**src/hdl/gtp_pkg.sv**
```systemverilog
package gtp_pkg;

   localparam int VEC_W = 34;
   localparam int ANG_W = 20;
   localparam int ATAN_W = 17;

   localparam logic signed [ANG_W-1:0] HALF_PI_Q16 = 20'sd102944;
   localparam logic [15:0] INV_GAIN_Q16 = 16'd39797;
   localparam logic signed [15:0] ANGLE_GATE_Q12 = 16'sd1638;

   localparam logic [13:0] MAX_ADVANCE_RESET = 14'd1000;
   localparam logic [14:0] MAX_ROTATION_RESET = 15'd4096;

   typedef enum logic [1:0] {
      CSR_MAX_ADVANCE  = 2'd0,
      CSR_MAX_ROTATION = 2'd1
   } csr_index_type;

   typedef struct packed {
      logic signed [VEC_W-1:0] x;
      logic signed [VEC_W-1:0] y;
      logic signed [ANG_W-1:0] z;
      logic                    origin;
   } cordic_vec_type;

   // atan(2^-i) in q16 rad, rounded to nearest
   function automatic logic [ATAN_W-1:0] atan_q16(input int unsigned idx);
      case (idx)
         0:  return 17'd51472;
         1:  return 17'd30386;
         2:  return 17'd16055;
         3:  return 17'd8150;
         4:  return 17'd4091;
         5:  return 17'd2047;
         6:  return 17'd1024;
         7:  return 17'd512;
         8:  return 17'd256;
         9:  return 17'd128;
         10: return 17'd64;
         11: return 17'd32;
         12: return 17'd16;
         13: return 17'd8;
         14: return 17'd4;
         15: return 17'd2;
         16: return 17'd1;
         default: return '0;
      endcase
   endfunction

endpackage

```
**src/hdl/go_to_point_velocity_controller_core.sv**
```systemverilog
// go-to-point velocity controller
// request channel: req_valid / req_stall with req_target_x and req_target_y,
// signed mm in the robot frame; a request is taken at an edge with valid high
// and stall low.
// response channel: rsp_valid / rsp_stall with rsp_advance_speed (mm/s) and
// rsp_rotation_speed (1/4096 rad/s), one response per request, in order.
// csr channel: csr_valid / csr_ready with csr_index and csr_wdata; index 0 is
// the advance cap, index 1 the rotation clamp, other indexes are dropped.
// csr_ready is always high; write only while no request is in flight.
// the pipeline is one quadrant stage, one cordic cell per step and two output
// stages (gain multiply, then limits).
// throughput is one request per cycle while rsp_stall stays low; each stage
// holds its own valid bit and only stops when the stage after it is full and stopped.
// when rsp_stall is high the response register holds, the stages behind it
// keep filling bubbles, and req_stall rises once the quadrant stage is full.
// synchronous reset empties every stage and restores the caps to 1000 and 4096.
module go_to_point_velocity_controller_core #(
   parameter int CORDIC_STEPS = 16
) (
   input  logic               clock,
   input  logic               reset,
   input  logic               req_valid,
   output logic               req_stall,
   input  logic signed [14:0] req_target_x,
   input  logic signed [14:0] req_target_y,
   output logic               rsp_valid,
   input  logic               rsp_stall,
   output logic [13:0]        rsp_advance_speed,
   output logic signed [15:0] rsp_rotation_speed,
   input  logic               csr_valid,
   output logic               csr_ready,
   input  logic [1:0]         csr_index,
   input  logic [15:0]        csr_wdata
);

   logic [13:0] max_advance_ff;
   logic [14:0] max_rotation_ff;

   logic signed [gtp_pkg::VEC_W-1:0] tx_q16;
   logic signed [gtp_pkg::VEC_W-1:0] ty_q16;
   gtp_pkg::cordic_vec_type pre_in;
   gtp_pkg::cordic_vec_type pre_ff;
   logic pre_valid_ff;
   logic pre_ready;

   gtp_pkg::cordic_vec_type chain_data [CORDIC_STEPS+1];
   logic chain_valid [CORDIC_STEPS+1];
   logic chain_ready [CORDIC_STEPS+1];

   assign csr_ready = 1'b1;

   always_ff @(posedge clock) begin
      if (reset) begin
         max_advance_ff <= gtp_pkg::MAX_ADVANCE_RESET;
         max_rotation_ff <= gtp_pkg::MAX_ROTATION_RESET;
      end else if (csr_valid && csr_ready) begin
         case (csr_index)
            gtp_pkg::CSR_MAX_ADVANCE: max_advance_ff <= csr_wdata[13:0];
            gtp_pkg::CSR_MAX_ROTATION: max_rotation_ff <= csr_wdata[14:0];
            default: ;
         endcase
      end
   end

   // quadrant stage: turn rear targets toward the forward axis
   always_comb begin
      tx_q16 = {{3{req_target_x[14]}}, req_target_x, 16'b0};
      ty_q16 = {{3{req_target_y[14]}}, req_target_y, 16'b0};
      pre_in.origin = (req_target_x == '0) && (req_target_y == '0);
      if (ty_q16[gtp_pkg::VEC_W-1]) begin
         if (!tx_q16[gtp_pkg::VEC_W-1]) begin
            pre_in.x = tx_q16;
            pre_in.y = -ty_q16;
            pre_in.z = gtp_pkg::HALF_PI_Q16;
         end else begin
            pre_in.x = -tx_q16;
            pre_in.y = ty_q16;
            pre_in.z = -gtp_pkg::HALF_PI_Q16;
         end
      end else begin
         pre_in.x = ty_q16;
         pre_in.y = tx_q16;
         pre_in.z = '0;
      end
   end

   assign pre_ready = !pre_valid_ff || chain_ready[0];
   assign req_stall = !pre_ready;

   always_ff @(posedge clock) begin
      if (reset) begin
         pre_valid_ff <= 1'b0;
      end else if (pre_ready) begin
         pre_valid_ff <= req_valid;
      end
   end

   always_ff @(posedge clock) begin
      if (pre_ready && req_valid) begin
         pre_ff <= pre_in;
      end
   end

   assign chain_data[0] = pre_ff;
   assign chain_valid[0] = pre_valid_ff;

   for (genvar k = 0; k < CORDIC_STEPS; k++) begin : g_cell
      gtp_cordic_cell #(
         .STAGE(k)
      ) u_cell (
         .clock     (clock),
         .reset     (reset),
         .up_valid  (chain_valid[k]),
         .up_ready  (chain_ready[k]),
         .up_data   (chain_data[k]),
         .down_valid(chain_valid[k+1]),
         .down_ready(chain_ready[k+1]),
         .down_data (chain_data[k+1])
      );
   end

   gtp_finish u_finish (
      .clock             (clock),
      .reset             (reset),
      .up_valid          (chain_valid[CORDIC_STEPS]),
      .up_ready          (chain_ready[CORDIC_STEPS]),
      .up_data           (chain_data[CORDIC_STEPS]),
      .max_advance_speed (max_advance_ff),
      .max_rotation_speed(max_rotation_ff),
      .rsp_valid         (rsp_valid),
      .rsp_stall         (rsp_stall),
      .rsp_advance_speed (rsp_advance_speed),
      .rsp_rotation_speed(rsp_rotation_speed)
   );

endmodule

```
**src/hdl/gtp_cordic_cell.sv**
```systemverilog
module gtp_cordic_cell #(
   parameter int STAGE = 0
) (
   input  logic                   clock,
   input  logic                   reset,
   input  logic                   up_valid,
   output logic                   up_ready,
   input  gtp_pkg::cordic_vec_type up_data,
   output logic                   down_valid,
   input  logic                   down_ready,
   output gtp_pkg::cordic_vec_type down_data
);

   localparam logic [gtp_pkg::ATAN_W-1:0] ATAN_STEP = gtp_pkg::atan_q16(STAGE);
   localparam logic signed [gtp_pkg::ANG_W-1:0] ATAN_EXT =
      $signed({{(gtp_pkg::ANG_W-gtp_pkg::ATAN_W){1'b0}}, ATAN_STEP});

   logic signed [gtp_pkg::VEC_W-1:0] cx;
   logic signed [gtp_pkg::VEC_W-1:0] cy;
   logic signed [gtp_pkg::VEC_W-1:0] dx;
   logic signed [gtp_pkg::VEC_W-1:0] dy;
   gtp_pkg::cordic_vec_type data_in;
   gtp_pkg::cordic_vec_type data_ff;
   logic valid_ff;

   always_comb begin
      cx = up_data.x;
      cy = up_data.y;
      dx = cy >>> STAGE;
      dy = cx >>> STAGE;
      data_in = up_data;
      if (!cy[gtp_pkg::VEC_W-1]) begin
         data_in.x = cx + dx;
         data_in.y = cy - dy;
         data_in.z = up_data.z + ATAN_EXT;
      end else begin
         data_in.x = cx - dx;
         data_in.y = cy + dy;
         data_in.z = up_data.z - ATAN_EXT;
      end
   end

   assign up_ready = !valid_ff || down_ready;

   always_ff @(posedge clock) begin
      if (reset) begin
         valid_ff <= 1'b0;
      end else if (up_ready) begin
         valid_ff <= up_valid;
      end
   end

   always_ff @(posedge clock) begin
      if (up_ready && up_valid) begin
         data_ff <= data_in;
      end
   end

   assign down_valid = valid_ff;
   assign down_data = data_ff;

endmodule

```
**src/hdl/gtp_finish.sv**
```systemverilog
module gtp_finish (
   input  logic                   clock,
   input  logic                   reset,
   input  logic                   up_valid,
   output logic                   up_ready,
   input  gtp_pkg::cordic_vec_type up_data,
   input  logic [13:0]            max_advance_speed,
   input  logic [14:0]            max_rotation_speed,
   output logic                   rsp_valid,
   input  logic                   rsp_stall,
   output logic [13:0]            rsp_advance_speed,
   output logic signed [15:0]     rsp_rotation_speed
);

   localparam int PROD_W = 49;
   localparam logic [PROD_W-1:0] ROUND_Q33 = 49'd4294967296;

   // scaling stage
   logic signed [gtp_pkg::ANG_W-1:0] z_eff;
   logic signed [gtp_pkg::ANG_W-1:0] z_round;
   logic signed [gtp_pkg::ANG_W-1:0] z_shift;
   logic signed [15:0] angle;
   logic signed [17:0] angle_ext;
   logic signed [17:0] rot3;
   logic signed [17:0] rot_half;
   logic [32:0] dist_pos;
   logic [PROD_W-1:0] prod_in;
   logic signed [16:0] rot_in;
   logic gate_in;

   logic a_valid_ff;
   logic [PROD_W-1:0] prod_ff;
   logic signed [16:0] rot_ff;
   logic gate_ff;
   logic a_ready;
   logic b_ready;

   // limit stage
   logic [PROD_W-1:0] prod_round;
   logic [15:0] adv_raw;
   logic [13:0] adv_in;
   logic signed [16:0] lim;
   logic signed [16:0] neg_lim;
   logic signed [15:0] rot_out_in;

   logic rsp_valid_ff;
   logic [13:0] adv_ff;
   logic signed [15:0] rot_out_ff;

   always_comb begin
      z_eff = up_data.origin ? '0 : up_data.z;
      z_round = z_eff + 20'sd8;
      z_shift = z_round >>> 4;
      angle = z_shift[15:0];
      angle_ext = {{2{angle[15]}}, angle};
      rot3 = angle_ext + (angle_ext <<< 1) + 18'sd1;
      rot_half = rot3 >>> 1;
      rot_in = rot_half[16:0];
      gate_in = (angle > gtp_pkg::ANGLE_GATE_Q12) || (angle < -gtp_pkg::ANGLE_GATE_Q12);
      dist_pos = up_data.x[gtp_pkg::VEC_W-1] ? '0 : up_data.x[32:0];
      prod_in = PROD_W'(dist_pos) * PROD_W'(gtp_pkg::INV_GAIN_Q16);
   end

   assign b_ready = !rsp_valid_ff || !rsp_stall;
   assign a_ready = !a_valid_ff || b_ready;
   assign up_ready = a_ready;

   always_ff @(posedge clock) begin
      if (reset) begin
         a_valid_ff <= 1'b0;
      end else if (a_ready) begin
         a_valid_ff <= up_valid;
      end
   end

   always_ff @(posedge clock) begin
      if (a_ready && up_valid) begin
         prod_ff <= prod_in;
         rot_ff <= rot_in;
         gate_ff <= gate_in;
      end
   end

   always_comb begin
      prod_round = prod_ff + ROUND_Q33;
      adv_raw = prod_round[48:33];
      if (gate_ff) begin
         adv_in = '0;
      end else if (adv_raw > {2'b00, max_advance_speed}) begin
         adv_in = max_advance_speed;
      end else begin
         adv_in = adv_raw[13:0];
      end
      lim = $signed({2'b00, max_rotation_speed});
      neg_lim = -lim;
      if (rot_ff > lim) begin
         rot_out_in = lim[15:0];
      end else if (rot_ff < neg_lim) begin
         rot_out_in = neg_lim[15:0];
      end else begin
         rot_out_in = rot_ff[15:0];
      end
   end

   always_ff @(posedge clock) begin
      if (reset) begin
         rsp_valid_ff <= 1'b0;
      end else if (b_ready) begin
         rsp_valid_ff <= a_valid_ff;
      end
   end

   always_ff @(posedge clock) begin
      if (b_ready && a_valid_ff) begin
         adv_ff <= adv_in;
         rot_out_ff <= rot_out_in;
      end
   end

   assign rsp_valid = rsp_valid_ff;
   assign rsp_advance_speed = adv_ff;
   assign rsp_rotation_speed = rot_out_ff;

endmodule

```
**config.mk**
```make
export PLATFORM = sky130hd
export DESIGN_NAME = go_to_point_velocity_controller_core
export DESIGN_NICKNAME = d
export VERILOG_FILES = /design/src/hdl/gtp_pkg.sv /design/src/hdl/go_to_point_velocity_controller_core.sv /design/src/hdl/gtp_cordic_cell.sv /design/src/hdl/gtp_finish.sv
export SDC_FILE = /design/constraint.sdc
export NUM_CORES = 2
export LEC_CHECK = 0
export BUFFER_PORTS_ARGS = -buffer_cell sky130_fd_sc_hd__buf_2
export CORE_MARGIN = 10
export CORE_UTILIZATION = 45
export DETAILED_ROUTE_END_ITERATION = 8
export SYNTH_ARGS = -nofsm -noshare
export SYNTH_HDL_FRONTEND = slang
export SYNTH_SLANG_ARGS = --single-unit
```
**constraint.sdc**
```tcl
create_clock -name clock -period 10 [get_ports clock]
set_input_delay 0 -clock clock [delete_from_list [all_inputs] [get_ports clock]]
set_output_delay 0 -clock clock [all_outputs]
set_load 0.05 [all_outputs]
```
# Word level (Yosys, flattened, before mapping)
# Cells that the tools add are included.
dict set report totals {
  wordCells 297
  ff_bits 1624
  rom_bits 0
  latch_bits 0
  memories 0
  mem_bits_rw 0
}
dict set report classes {
  n_eq_ne 1
  shift 0
  reduce_logical 68
  magnitude_cmp 5
  mul 1
  mux 23
  div_mod_pow 0
  bitwise_logic 1
  addsub 102
}
# operator count
set ops {}
lappend ops {{88-bit 2-to-1 mux} 16}
lappend ops {{84-bit 2-to-1 mux} 2}
lappend ops {{34-bit by 19-bit adder with 34-bit output} 2}
lappend ops {{34-bit by 20-bit adder with 34-bit output} 2}
lappend ops {{34-bit by 21-bit adder with 34-bit output} 2}
lappend ops {{34-bit by 22-bit adder with 34-bit output} 2}
lappend ops {{34-bit by 23-bit adder with 34-bit output} 2}
lappend ops {{34-bit by 24-bit adder with 34-bit output} 2}
lappend ops {{34-bit by 25-bit adder with 34-bit output} 2}
lappend ops {{34-bit by 26-bit adder with 34-bit output} 2}
lappend ops {{34-bit by 27-bit adder with 34-bit output} 2}
lappend ops {{34-bit by 28-bit adder with 34-bit output} 2}
lappend ops {{34-bit by 29-bit adder with 34-bit output} 2}
lappend ops {{34-bit by 30-bit adder with 34-bit output} 2}
lappend ops {{34-bit by 31-bit adder with 34-bit output} 2}
lappend ops {{34-bit by 32-bit adder with 34-bit output} 2}
lappend ops {{34-bit by 33-bit adder with 34-bit output} 2}
lappend ops {{31-bit negation with 34-bit output} 2}
lappend ops {{34-bit by 19-bit subtractor with 34-bit output} 2}
lappend ops {{34-bit by 20-bit subtractor with 34-bit output} 2}
lappend ops {{34-bit by 21-bit subtractor with 34-bit output} 2}
lappend ops {{34-bit by 22-bit subtractor with 34-bit output} 2}
lappend ops {{34-bit by 23-bit subtractor with 34-bit output} 2}
lappend ops {{34-bit by 24-bit subtractor with 34-bit output} 2}
lappend ops {{65 further kinds} 139}

# Depth between registers and ports, before layout
dict set report depth {
  ltp_word 21
  ltp_mapped 27
}

# Cells and area by module
# Synthesis repeated with hierarchy kept, for this count alone.
dict set report hier_totals {
  cells_unflattened 16130
  area_unflattened_um2 148780.2
}
# module area_per_inst_um2 instances cells_each
set by_module_without_submodules {}
lappend by_module_without_submodules {gtp_finish 15434.8 1 1648}
lappend by_module_without_submodules {{gtp_cordic_cell at g_cell[0].u_cell} 9077.5 1 1055}
lappend by_module_without_submodules {{gtp_cordic_cell at g_cell[4].u_cell} 8549.4 1 941}
lappend by_module_without_submodules {{gtp_cordic_cell at g_cell[5].u_cell} 8310.5 1 901}
lappend by_module_without_submodules {{gtp_cordic_cell at g_cell[1].u_cell} 8309.2 1 904}
lappend by_module_without_submodules {{gtp_cordic_cell at g_cell[2].u_cell} 8241.7 1 904}
lappend by_module_without_submodules {{gtp_cordic_cell at g_cell[14].u_cell} 8235.4 1 896}
lappend by_module_without_submodules {{gtp_cordic_cell at g_cell[3].u_cell} 8187.9 1 876}
lappend by_module_without_submodules {{gtp_cordic_cell at g_cell[15].u_cell} 8104.0 1 878}
lappend by_module_without_submodules {{gtp_cordic_cell at g_cell[8].u_cell} 8077.7 1 887}
lappend by_module_without_submodules {{gtp_cordic_cell at g_cell[13].u_cell} 8018.9 1 848}
lappend by_module_without_submodules {{gtp_cordic_cell at g_cell[11].u_cell} 7946.4 1 867}
lappend by_module_without_submodules {{gtp_cordic_cell at g_cell[12].u_cell} 7927.6 1 860}
lappend by_module_without_submodules {{gtp_cordic_cell at g_cell[7].u_cell} 7833.8 1 857}
lappend by_module_without_submodules {{4 more rows} - - -}

# Worst setup path before layout
# OpenSTA, ideal clock, no wires.
dict set report synth_timing {
  path_kind {register to register}
  startpoint {reg u_finish.rsp_valid_ff, in the netlist u_finish.rsp_valid}
  endpoint {reg g_cell[10].u_cell.data_ff, in the netlist g_cell[10].u_cell.down_data[0], enable pin}
  n_path_buf 0
  period_less_slack_ns 7.986
  slack_ns 2.014
  required_time_ns 9.331
  setup_time_ns 0.669
  path_stages_with_launch 5
  t_arrival_ns 7.317
  path_cell_list {dfxtp_1 nand2_1 nor2_1 and3_1 a21boi_0}
}
dict set report synth_via {
  elab_chain_cells 10
}
# item line_no
set synth_lines {}
lappend synth_lines {{start, declared} gtp_finish.sv:46} ;# logic rsp_valid_ff;
lappend synth_lines {{start signal, assigned} gtp_finish.sv:109} ;# rsp_valid_ff <= a_valid_ff;
lappend synth_lines {{1-bit logical NOT} gtp_finish.sv:64} ;# assign b_ready = !rsp_valid_ff || !rsp_stall;
lappend synth_lines {{1-bit logical OR} gtp_finish.sv:64}
lappend synth_lines {{1-bit logical OR} gtp_finish.sv:65} ;# assign a_ready = !a_valid_ff || b_ready;
lappend synth_lines {{1-bit logical OR (6 in series)} gtp_cordic_cell.sv:43} ;# assign up_ready = !valid_ff || down_ready;
lappend synth_lines {{1-bit logical AND} gtp_cordic_cell.sv:54} ;# if (up_ready && up_valid) begin
lappend synth_lines {{end signal, assigned} gtp_cordic_cell.sv:55} ;# data_ff <= data_in;
lappend synth_lines {{end, declared} gtp_cordic_cell.sv:23} ;# gtp_pkg::cordic_vec_type data_ff;
# No other way between the ends.
# A chain may end at the register's enable or synchronous reset.

# Worst setup path in the final report
dict set report layout_timing {
  startpoint {reg g_cell[15].u_cell.data_ff, in the netlist g_cell[15].u_cell.down_data[88]}
  endpoint {reg u_finish.prod_ff[48] (data pin)}
}
dict set report layout_via {
  elab_chain_cells 2
}
# item line_no
set layout_lines {}
lappend layout_lines {{start, declared} gtp_cordic_cell.sv:23}
lappend layout_lines {{start signal, assigned} gtp_cordic_cell.sv:55}
lappend layout_lines {{33-bit 2-to-1 mux} gtp_finish.sv:60} ;# dist_pos = up_data.x[gtp_pkg::VEC_W-1] ? '0 : up_data.x[32:0];
lappend layout_lines {{33-bit by 16-bit multiplier with 49-bit output} gtp_finish.sv:61} ;# prod_in = PROD_W'(dist_pos) * PROD_W'(gtp_pkg::INV_GAIN_Q16);
lappend layout_lines {{net u_finish.prod_in[48]} gtp_finish.sv:27} ;# logic [PROD_W-1:0] prod_in;
lappend layout_lines {{end signal, assigned} gtp_finish.sv:78} ;# prod_ff <= prod_in;
lappend layout_lines {{end, declared} gtp_finish.sv:32} ;# logic [PROD_W-1:0] prod_ff;
# The timed path passes the listed nets, and every way through them passes these cells.

==> impl_metrics.sql <==
INSERT INTO impl_metrics (metric_group, metric, value, unit) VALUES
('timing', 'timing.fmax', '124', 'MHz'),
('timing', 'fin_crit_sh', '0.806', ''),
('yosys', 'synth_cell_type_count', '98', ''),
('run_status', 'outcome', 'completed', ''),
('placed_design', 'placed_insts', '15700', ''),
('yosys', 'synth_enable_flop_cells', '1327', ''),
('timing', 'least_margin_pin_slew', '1.28', 'ns'),
('finish', 'drive_above_1_share', '0.0425', ''),
('global_route', 'grt_overflow_total', '0', ''),
('clocking', 'tritoncts.num_buffers', '165', ''),
('detailed_routing', 'first_iter_violations', '6289', ''),
('yosys', 'cell_type_with_the_highest_aggregate_area_in_the_netlist', 'sky130_fd_sc_hd__edfxtp_1', ''),
('global_route', 'grt.met1_usage', '0.271', ''),
('setup_path', 'timing.critical_path.from', 'g_cell[15].u_cell.down_data[88]$_DFFE_PP_', ''),
('finish', 'final_core_utilization', '0.496', ''),
('setup_path', 'crit_path_max_fanout', '63', ''),
('detailed_routing', 'total_drc_errors_in_the_routed_layout', '0', ''),
('setup_path', 'worstSetupStartpointType', 'register', ''),
('yosys', 'yosys-top-cells-area', 'sky130_fd_sc_hd__edfxtp_1 34%, sky130_fd_sc_hd__ha_1 15%, sky130_fd_sc_hd__xnor2_1 8.6%', ''),
('setup_path', 'setup.worst_path.class', 'reg2reg', ''),
('setup_path', 'ff2ff_path_depth', '24', ''),
('finish', 'cell_count_final_fillers_out', '16200', ''),
('worst_hold_path', 'hold_path_class', 'in2reg', ''),
('setup_path', 'critPathCapture', 'u_finish.prod_ff[48]$_DFFE_PP_', ''),
('timing', 'final_period_minus_worst_setup_slack', '8.06', 'ns'),
('yosys', 'post_synth_instance_area', '0.118', 'mm^2'),
('timing', 'relSlewSlack', '0.141', ''),
('yosys', 'post_synth.cell_area_avg', '9.63', 'um^2'),
('timing', 'report.final.hold_viol_count', '0', ''),
('detailed_routing', 'final_antenna_net_count', '0', ''),
('setup_path', 'regToRegSetupSlack', '1.94', 'ns'),
('floorplan', 'design.core.area', '0.262', 'mm^2'),
('floorplan', 'die_area', '0.284', 'mm^2'),
('detailed_routing', 'routed_wl', '315', 'mm'),
('finish', 'num-fill-cells', '24100', ''),
('floorplan', 'num_io_pins', '86', ''),
('global_route', 'global_route.usage.met3', '0.0234', ''),
('timing', 'setup_tns', '0', 'ns'),
('placed_design', 'io_buffer_count', '83', ''),
('clocking', 'cts.path.max_buffers', '3', ''),
('setup_path', 'endpoint_kind', 'register', ''),
('global_route', 'gr-usage-met2', '0.381', ''),
('placed_design', 'globalplace.congestion', '0.905', ''),
('global_route', 'global_route.peak_usage_layer', 'met2', ''),
('yosys', 'yosysTopAreaCellShare', '0.337', ''),
('global_route', 'grt.total_usage', '0.214', ''),
('finish', 'nets', '14200', ''),
('floorplan', 'starting_utilization_of_the_core_area', '0.451', ''),
('setup_path', 'regToRegStartpoint', 'g_cell[15].u_cell.down_data[88]$_DFFE_PP_', ''),
('clocking', 'clock-sinks', '1375', ''),
('clocking', 'post-cts-setup-buffers', '0', ''),
('yosys', 'synth_flop_cell', 'sky130_fd_sc_hd__edfxtp_1', ''),
('yosys', 'most_used_standard_cell_by_instance_count_after_synthesis', 'sky130_fd_sc_hd__ha_1', ''),
('power', 'leakagePower', '0.0535', 'uW'),
('placed_design', 'hpwl', '253', 'mm'),
('global_route', 'grt_start_max_net_pins', '83', ''),
('clocking', 'postCtsHoldBufs', '143', ''),
('clocking', 'clkTransAtPathRegs', '0.07', 'ns'),
('yosys', 'synth_top_cells_by_count', '1386 x sky130_fd_sc_hd__ha_1, 1327 x sky130_fd_sc_hd__edfxtp_1, 1242 x sky130_fd_sc_hd__nor2_1', ''),
('clocking', 'cts_max_level', '4', ''),
('detailed_routing', 'vias_per_cell', '5.61', ''),
('yosys', 'synth-async-reset-ratio', '0', ''),
('floorplan', 'rows', '188', ''),
('clocking', 'clock-root-buffer', 'sky130_fd_sc_hd__clkbuf_16', ''),
('setup_path', 'timing.critical_path.arrival', '8.63', 'ns'),
('detailed_routing', 'route.detailed.wl_per_inst', '19.4', 'um'),
('timing', 'setup_viol', '0', ''),
('setup_path', 'timing.rr.end', 'u_finish.prod_ff[48]$_DFFE_PP_', ''),
('yosys', 'ys_seq_elements', '1375', ''),
('power', 'power.density_cell_area', '109', 'mW/mm^2'),
('finish', 'area.growth.synth_to_final', '9.87', '%');
worst max-delay path, cell delays in order (launching register included):
cell and delay (ns):
sky130_fd_sc_hd__edfxtp_1 0.42, sky130_fd_sc_hd__buf_12 0.20, sky130_fd_sc_hd__nor2b_1 0.76, sky130_fd_sc_hd__and2_1 0.38, sky130_fd_sc_hd__a21oi_1 0.10, sky130_fd_sc_hd__fa_1 0.52
sky130_fd_sc_hd__inv_1 0.05, sky130_fd_sc_hd__fa_1 0.52, sky130_fd_sc_hd__fa_1 0.46, sky130_fd_sc_hd__fa_1 0.55, sky130_fd_sc_hd__inv_1 0.06, sky130_fd_sc_hd__fa_1 0.53
sky130_fd_sc_hd__inv_1 0.04, sky130_fd_sc_hd__ha_1 0.30, sky130_fd_sc_hd__nand3_1 0.23, sky130_fd_sc_hd__nor4_1 0.53, sky130_fd_sc_hd__o221ai_1 0.22, sky130_fd_sc_hd__o31ai_1 0.57
sky130_fd_sc_hd__nand2_1 0.17, sky130_fd_sc_hd__nand3_1 0.14, sky130_fd_sc_hd__nand4b_1 0.19, sky130_fd_sc_hd__a41oi_1 0.34, sky130_fd_sc_hd__a21oi_1 0.18, sky130_fd_sc_hd__o21ai_0 0.23
sky130_fd_sc_hd__xor2_1 0.08
routing by layer:
metal	up-vias	wire, um
li1	44600	-
met1	43700	136000
met2	2004	155000
met3	497	12900
met4	0	10500
met5	-	0
report_power, final:
part	leakage [uW]	internal (uW)	total [uW]	switching, uW
sequential	0.0124	6430	6520	95.7
combinational	0.0385	675	1530	859
clock	0.00266	3500	6100	2600
total	0.0535	10600	14200	3560
worst min path at each step:
stage | startpoint | end | slack [ns] | cells past startpoint
after floorplan | req_target_y[14] | chain_data[1430]$_SDFFCE_PN0P_ | 0.1 | 0
after global placement | csr_wdata[5] | max_advance_ff[5]$_SDFFE_PP1P_ | 0.26 | 2
after detailed placement | csr_wdata[3] | max_advance_ff[3]$_SDFFE_PP1P_ | 0.26 | 2
after CTS | rsp_stall | u_finish.a_valid_ff$_SDFFE_PP0P_ | 0.01 | 4
after global routing | rsp_stall | u_finish.a_valid_ff$_SDFFE_PP0P_ | 0.07 | 4
final | rsp_stall | u_finish.a_valid_ff$_SDFFE_PP0P_ | 0.08 | 4
state kept, by name, indices dropped and copies added (netlist names):
register,count
chain_data,40
g_cell.u_cell.down_data,1222
g_cell.u_cell.down_valid,16
max_advance_ff,14
max_rotation_ff,15
pre_valid_ff,1
u_finish.a_valid_ff,1
u_finish.gate_ff,1
u_finish.prod_ff,17
u_finish.rot_ff,17
u_finish.rsp_advance_speed,14
u_finish.rsp_rotation_speed,16
u_finish.rsp_valid,1
layout by cell type, fill, tap and decap left out, types with 84 or more instances in the layout:
cell type / synthesis / layout
sky130_fd_sc_hd__nand2b_1: 120 / 120
sky130_fd_sc_hd__ha_1: 1386 / 1386
sky130_fd_sc_hd__xnor2_1: 1158 / 1158
sky130_fd_sc_hd__inv_1: 917 / 917
sky130_fd_sc_hd__o21bai_1: 168 / 168
sky130_fd_sc_hd__a21o_1: 417 / 417
sky130_fd_sc_hd__edfxtp_1: 1327 / 1327
sky130_fd_sc_hd__nor2_1: 1242 / 1240
sky130_fd_sc_hd__nand2_1: 624 / 624
sky130_fd_sc_hd__nor3_1: 344 / 344
sky130_fd_sc_hd__or3_1: 84 / 84
sky130_fd_sc_hd__a31oi_1: 94 / 94
sky130_fd_sc_hd__nor4_1: 107 / 107
sky130_fd_sc_hd__dlygate4sd3_1: 0 / 143
sky130_fd_sc_hd__clkbuf_16: 0 / 169
sky130_fd_sc_hd__and3_1: 100 / 100
sky130_fd_sc_hd__a21oi_1: 1183 / 1181
sky130_fd_sc_hd__o21ai_0: 429 / 429
sky130_fd_sc_hd__nand3_1: 166 / 166
sky130_fd_sc_hd__nor2b_1: 217 / 208
sky130_fd_sc_hd__xor2_1: 559 / 559
sky130_fd_sc_hd__o21a_1: 152 / 152
sky130_fd_sc_hd__fa_1: 252 / 252
area by class of cell:
type	count	area (um^2)	area share
Inverter	920	3450	0.0266
Timing Repair Buffer	279	2270	0.0175
Multi-Input combinational cell	9797	73400	0.565
Clock buffer	196	4400	0.0339
Antenna cell	4	10.0	0.0000771
Sequential cell	1375	40800	0.314
Clock inverter	110	1140	0.00877
Tap cell	3515	4400	0.0339
metrics by stage:
step	power (uW)	area, um^2	setup slack (ns)	hold slack, ns
finish	14200	130000	1.94	0.0842
global route	14700	130000	1.44	0.0711
CTS	14300	130000	1.77	0.0143
detailed placement	8110	123000	1.79	0.257
global placement	8080	123000	1.80	0.260
floorplan	7750	118000	2.01	0.0989
cell families (layout without fill, tap and decap cells):
group,after synthesis,count (layout),share of synthesized area
other cells,2,8,0.0000635
mux,88,88,0.00782
compound gates,3013,3013,0.161
xor+xnor,1717,1717,0.127
flops,1375,1375,0.345
fa+ha+maj,1638,1638,0.189
buf+inv,1104,1505,0.0352
simple gates,3337,3337,0.134
No activity file was read; power rests on OpenSTA's default activity.
